### config.mk
export PLATFORM = sky130hd
export DESIGN_NAME = qsa_sqrt
export DESIGN_NICKNAME = d
export VERILOG_FILES = /design/src/rtl/qsa_pkg.sv /design/src/rtl/qsa_sqrt.sv
export SDC_FILE = /design/constraint.sdc
export NUM_CORES = 2
export LEC_CHECK = 0
export BUFFER_PORTS_ARGS = -buffer_cell sky130_fd_sc_hd__clkbuf_2
export CAP_MARGIN = 5
export CELL_PAD_IN_SITES_DETAIL_PLACEMENT = 0
export CELL_PAD_IN_SITES_GLOBAL_PLACEMENT = 1
export CORE_MARGIN = 4
export CORE_UTILIZATION = 50
export CTS_CLUSTER_SIZE = 16
export DETAILED_ROUTE_END_ITERATION = 8
export GPL_TIMING_DRIVEN = 1
export PLACE_DENSITY_LB_ADDON = 0.25
export SYNTH_ARGS = -nofsm -noshare
export SYNTH_HDL_FRONTEND = slang
export SYNTH_SLANG_ARGS = --single-unit
### constraint.sdc
create_clock -name clk -period 4.25 [get_ports clk]
set_input_delay 0.425 -clock clk [delete_from_list [all_inputs] [get_ports clk]]
set_output_delay 0.425 -clock clk [all_outputs]
set_load 0.01 [all_outputs]
### src/rtl/qsa_pkg.sv
package qsa_pkg;

  localparam int QW         = 16;
  localparam int FW         = 32;
  localparam int SPW        = FW - 1;
  localparam int ROOT_W     = 30;
  localparam int RAD_W      = 2 * ROOT_W;
  localparam int SQ_STEPS   = ROOT_W;
  localparam int DIV_STEPS  = ROOT_W;
  localparam int SQRT_LAT   = SQ_STEPS + 2;
  localparam int DIV_LAT    = DIV_STEPS + 2;
  localparam int TOTAL_LAT  = SQRT_LAT + DIV_LAT + 11;
  localparam int Q_W        = ROOT_W + 1;
  localparam int NUM_SHIFT  = 42;
  localparam int FRAC_SHIFT = 14;
  localparam int RAD_SHIFT  = 28;
  localparam int SUM_W      = 32;

  localparam logic [SUM_W-1:0] ONE_Q28     = 32'h1000_0000;
  localparam logic [SUM_W-1:0] DEGEN_S_MAX = 32'h0FFF_FFE5;
  localparam logic [SPW-1:0]   ONE_Q16     = 31'h0001_0000;

  typedef struct packed {
    logic signed [QW-1:0] quat_b;
    logic signed [QW-1:0] quat_c;
    logic signed [QW-1:0] quat_d;
    logic signed [FW-1:0] offset_x;
    logic signed [FW-1:0] offset_y;
    logic signed [FW-1:0] offset_z;
    logic signed [FW-1:0] spacing_x;
    logic signed [FW-1:0] spacing_y;
    logic signed [FW-1:0] spacing_z;
    logic                 left_handed;
  } item_t;

  typedef struct packed {
    logic signed [FW-1:0] m00;
    logic signed [FW-1:0] m01;
    logic signed [FW-1:0] m02;
    logic signed [FW-1:0] m10;
    logic signed [FW-1:0] m11;
    logic signed [FW-1:0] m12;
    logic signed [FW-1:0] m20;
    logic signed [FW-1:0] m21;
    logic signed [FW-1:0] m22;
    logic signed [FW-1:0] trans_x;
    logic signed [FW-1:0] trans_y;
    logic signed [FW-1:0] trans_z;
  } result_t;

  typedef struct packed {
    logic                  degen;
    logic signed [QW-1:0]  qb;
    logic signed [QW-1:0]  qc;
    logic signed [QW-1:0]  qd;
    logic [ROOT_W-1:0]     a_root;
    logic signed [FW-1:0]  ox;
    logic signed [FW-1:0]  oy;
    logic signed [FW-1:0]  oz;
    logic [2:0][SPW-1:0]   sp;
    logic                  neg_z;
  } side_t;

endpackage

### src/rtl/qsa_sqrt.sv
module qsa_sqrt (
  input  logic                         clk,
  input  logic                         rst,
  input  logic                         in_valid,
  input  logic [qsa_pkg::RAD_W-1:0]    radicand,
  output logic                         out_valid,
  output logic [qsa_pkg::ROOT_W-1:0]   root
);
  import qsa_pkg::*;

  localparam int REM_W = ROOT_W + 3;

  logic [SQ_STEPS+1:0] vld;
  logic [REM_W-1:0]    rem [SQ_STEPS+1];
  logic [ROOT_W-1:0]   rt [SQ_STEPS+1];
  logic [RAD_W-1:0]    xr [SQ_STEPS];
  logic [REM_W-1:0]    cur [SQ_STEPS];
  logic [REM_W-1:0]    trial [SQ_STEPS];
  logic                take [SQ_STEPS];

  always_comb begin
    for (int k = 0; k < SQ_STEPS; k++) begin
      cur[k]   = {rem[k][REM_W-3:0], xr[k][RAD_W-1 -: 2]};
      trial[k] = {1'b0, rt[k], 2'b01};
      take[k]  = cur[k] >= trial[k];
    end
  end

  always_ff @(posedge clk) begin
    if (rst) begin
      vld <= '0;
    end else begin
      vld <= {vld[SQ_STEPS:0], in_valid};
    end
    rem[0] <= '0;
    rt[0]  <= '0;
    xr[0]  <= radicand;
    for (int k = 0; k < SQ_STEPS - 1; k++) begin
      xr[k+1] <= xr[k] << 2;
    end
    for (int k = 0; k < SQ_STEPS; k++) begin
      rem[k+1] <= take[k] ? (cur[k] - trial[k]) : cur[k];
      rt[k+1]  <= {rt[k][ROOT_W-2:0], take[k]};
    end
    // round to nearest: bump when remainder exceeds root
    root <= rt[SQ_STEPS] + ROOT_W'(rem[SQ_STEPS] > REM_W'(rt[SQ_STEPS]));
  end

  assign out_valid = vld[SQ_STEPS+1];

endmodule

## Yosys cells after proc, flatten, opt, wreduce, memory -nomap -nowiden

Memories as Yosys holds them, arrays and structs flattened.
Index checks and enable logic that the tools add are counted.

| word-level totals | value |
|---|---|
| input port bits | 63 |
| RAM bits | 3753 |
| memories | 3 |
| flip-flop bits (word level) | 62 |
| logic and storage cells | 97 |

Memories:

| name | depth | width | rd ports | clocked after memory_dff | write ports | RTL line | RTL |
|---|---|---|---|---|---|---|---|
| xr | 30 | 60 | 30 | 0 | 30 | qsa_sqrt.sv:16 | `logic [RAD_W-1:0] xr [SQ_STEPS];` |
| rem | 31 | 33 | 31 | 0 | 31 | qsa_sqrt.sv:14 | `logic [REM_W-1:0] rem [SQ_STEPS+1];` |
| rt | 31 | 30 | 31 | 0 | 31 | qsa_sqrt.sv:15 | `logic [ROOT_W-1:0] rt [SQ_STEPS+1];` |

| cells by class | value |
|---|---|
| mux-type cells | 30 |
| add/subtract/negate cells | 31 |
| $lt $le $gt $ge | 31 |

Operator list:

| kind | number |
|---|---|
| $ge A33 B32 Y1 | 30 |
| $mux W33 | 30 |
| $sub A33 B32 Y33 | 30 |
| $gt A33 B30 Y1 | 1 |
| $add A30 B1 Y30 | 1 |

## Depth between registers and ports, before layout

An unclocked memory read counts as a cell.

| logic depth | value |
|---|---|
| word-level depth | 3 |
| mapped depth | 18 |
| gate-level depth less buffers | 17 |

## Worst setup path before layout

Ideal clock, no wire load.

| path | value |
|---|---|
| path type | reg2reg |
| start | mem rt[30][2] (netlist: rt[1][422]) |
| end | reg root[27] (netlist name) |
| cell stages (with the launch flop) | 18 |
| slack | 1.084 ns |
| required time | 4.129 ns |
| clock period less this slack | 3.166 ns |
| arrival | 3.045 ns |
| buffers on the path | 1 |
| path through | dfxtp_1 inv_1 ha_1 a21o_1 a21o_1 a211oi_1 o21ai_0 a21oi_1 o21ai_0 a2111oi_0 a41oi_1 ha_1 and3_1 and2_1 clkbuf_1 nand4_1 nor3_1 xnor2_1 |

RTL lines:

| element | RTL line | RTL |
|---|---|---|
| from (decl) | qsa_sqrt.sv:15 |  |
| to (signal assigned) | qsa_sqrt.sv:46 | `root <= rt[SQ_STEPS] + ROOT_W'(rem[SQ_STEPS] > REM_W'(rt[SQ_STEPS]));` |
| to (decl) | qsa_sqrt.sv:7 | `output logic [qsa_pkg::ROOT_W-1:0] root` |

==> results.md <==
* Sequential Power Share at between 40% and 50%
* Post-synth EDFFs at 0
* Final instance area at roughly 100000 um2
* Routed WL per cell at ~16 um
* Clk Latency, worst-skew pair at roughly 0.86 ns
* Syn_nets at a little over 9000
* Synth Flop Type: dfxtp_1
* Yosys reg bits at between 2000 and 2500
* FMAX at 264 MHz
* Area Overhead vs Synth at 14.1%
* Leading cell type in the layout, fill and taps excluded: dfxtp_1
* DR DRC count at 0
* Most frequent cells in the layout: dfxtp_1, inv_1, nand2_1
* CTS Hold Buffers Added at 61
* Worst-path clk slew at 0.06 ns
* Router iterations before antenna repair at 8
* Core Area at 172000 um2
* Skew final at 0.0603 ns
* R2r endpoint: root[27]$_DFF_P_
* Worst-case reg-to-reg path depth at 16
* Mapped Cells at between 8000 and 9000
* Worst EP required at ~5 ns
* Post-Syn Area at about 86000 um2
* Share of cells above drive strength 1 at 7.63%
* Worst EP arrival at between 4 and 5 ns
* Setup Fix Bufs, Post-CTS at 0
* Sequential area share after synthesis at between 50% and 60%
* Cts bufs inserted at approximately 230
* Hold WC Path Type: primary input to flip-flop
* Port buffer count at between 90 and 100
* Overall Power at roughly 62 mW
* Largest net degree at the start of global routing at between 40 and 50
* Hold Vio Cnt, Final at 0
* Leakage at 46.0 nW
* Hold EP: vld[6]$_SDFF_PP0_
* Worst-case clock buffer depth at 3
* I/O pin cnt at 94
* Via-to-Cell Ratio at just over 5
* Slew HR at between 30% and 40%
* Max Cap Viol at 0
* # resized after CTS at 0
* Post-synth top area cell: dfxtp_1
* Net Sw Power at between 15 and 20 mW
* Switching Share at 28.7%
* Clk sinks at 2346
* PD cells at roughly 630 nW/um2
* Comb pwr share at 18.3%
* Crit path capture type: flip-flop
* Max IR drop VDD at 0.421 mV
* Post-layout minimum cycle time at 3.79 ns
* Total internal power at about 44 mW
* Clock share of power at between 30% and 40%
* Dpl cell area at around 89000 um2
* Starting Density at 50.2%
* RSZ-0062 raised after global routing: no
* Yosys Warn Count at 0
* Die W at between 400 and 500 um
* Total gr overflow at 0
* DR vias at 58100
* H-Tree Level Count at 4
* Yosys top cell area share at 54.5%
* Antenna viol nets, final at 0
* First DRT Iteration DRCs at about 3400
* Async SR Flop Fraction at 0%
* Final TNS setup at 0 ns
* Total GRT Usage at roughly 20%
* Critical path peak fanout at 6
* Flop-to-flop setup slack at between 0.4 and 0.5 ns
* Max Slew Vio Count at 0
* Final core occ at between 50% and 60%
* Clock root buffer: clkbuf_16
* Worst flop-to-flop path startpoint: rt[1][422]$_DFF_P_
* Final Cycle Share at approximately nine tenths
* Initial antenna violation count at 7
* Syn Area/Cell at 10.1 um2
* # setup viols final at 0
* Synth cell types at slightly above 100
* Die Area at 179000 um2
* Final cell count without fillers at 11300
* Crit start category: flip-flop
* Fillers at 14900
* Final GP Congestion at between 0.8 and 0.9
* Worst-Margin Slew at between 0.9 and 1 ns
* DP HPWL at 135000 um
* Global-route wire length before repair at 293000 um
* Critical path launch point: rt[1][422]$_DFF_P_
* Final Net Count at about 9300
* Vias in the first global route at around 57000
* WHS Path Cells at 2
* Worst hold start: rst
* Critical path class: flip-flop to flip-flop
* Area contributors post-synth: dfxtp_1, ha_1, xnor2_1
* Row count at 152
* Final WL at about 180000 um
* Placed cells at ~11000
* Die height at approximately 420 um
* CTS tree: built
* Status: completed
## power groups by stage
stage	clock network [mW]	registers [mW]	logic, mW
2_1_floorplan	0	28.1	8.80
3_3_place_gp	0	29.1	11.2
3_5_place_dp	0	29.2	11.2
4_1_cts	22.3	28.7	11.4
5_1_grt	23.3	29.1	12.8
6_report	21.7	28.6	11.3
## kinds of logic after synthesis
kind of cell / synth area share (%)
xor+xnor: 7.69
buf+inv: 3.72
flops: 54.5
other cells: 0.00435
compound gates: 12.6
simple gates: 12.8
mux: 0.972
fa+ha+maj: 7.71
## critical path: stages, from the launching register on
cell and delay (ns):
dfxtp_1 0.40, inv_1 0.10, ha_1 0.32, a21o_1 0.16
a21o_1 0.18, a211oi_1 0.22, o21ai_0 0.15, a21oi_1 0.18
o21ai_0 0.08, a2111oi_0 0.53, a41oi_1 0.10, ha_1 0.29
and3_1 0.20, and2_1 0.25, nand4_1 0.28, nor3_1 0.11
xnor2_1 0.13
## metal layers
layer	vias to the layer above	share of wire (%)	track usage, %
li1	29700	-	-
met1	27000	44	24.4
met2	1085	49	35.0
met3	384	3.9	3.09
met4	0	3.6	7.48
met5	-	0	0
## Yosys cell counts, drive strengths merged, types with 101 or more instances
cell type	count
a21o	203
xnor2	398
o21ai	471
inv	673
nand2	600
o21a	111
ha	531
nand3	142
nor3	231
nor2	503
xor2	358
clkbuf	116
dfxtp	2346
nor4	101
nand2b	101
a21oi	522
## worst max-delay path by stage
| stage | endpoint | slack, ns |
|---|---|---|
| floorplan | root[27]$_DFF_P_ | 1.08 |
| detailed placement | root[27]$_DFF_P_ | 0.51 |
| finish | root[27]$_DFF_P_ | 0.46 |
| CTS | root[27]$_DFF_P_ | 0.48 |
| global placement | root[25]$_DFF_P_ | 0.61 |
| global route | root[27]$_DFF_P_ | 0.12 |
## stage by stage
step / hold WS, ns / worst slack, ns
after CTS: 0.0804 / 0.484
after global routing: 0.147 / 0.121
after floorplan: 0.310 / 1.08
final: 0.154 / 0.459
after global placement: 0.310 / 0.614
after detailed placement: 0.312 / 0.509
## final cells by class
type,instances,area (um2),area share (%)
Clock inverter,128,2050,2.09
Timing Repair Buffer,191,1400,1.43
Clock buffer,302,6390,6.50
Inverter,674,2530,2.57
Antenna cell,1,2.50,0.00255
Tap cell,2310,2890,2.94
Sequential cell,2346,47000,47.8
Multi-Input combinational cell,5315,36000,36.7
## flip-flops by register name, indices dropped and copies added (netlist names)
name / flops
rem: 889
vld: 32
root: 30
rt: 465
xr: 930
Power figures use the tool's default switching activity.
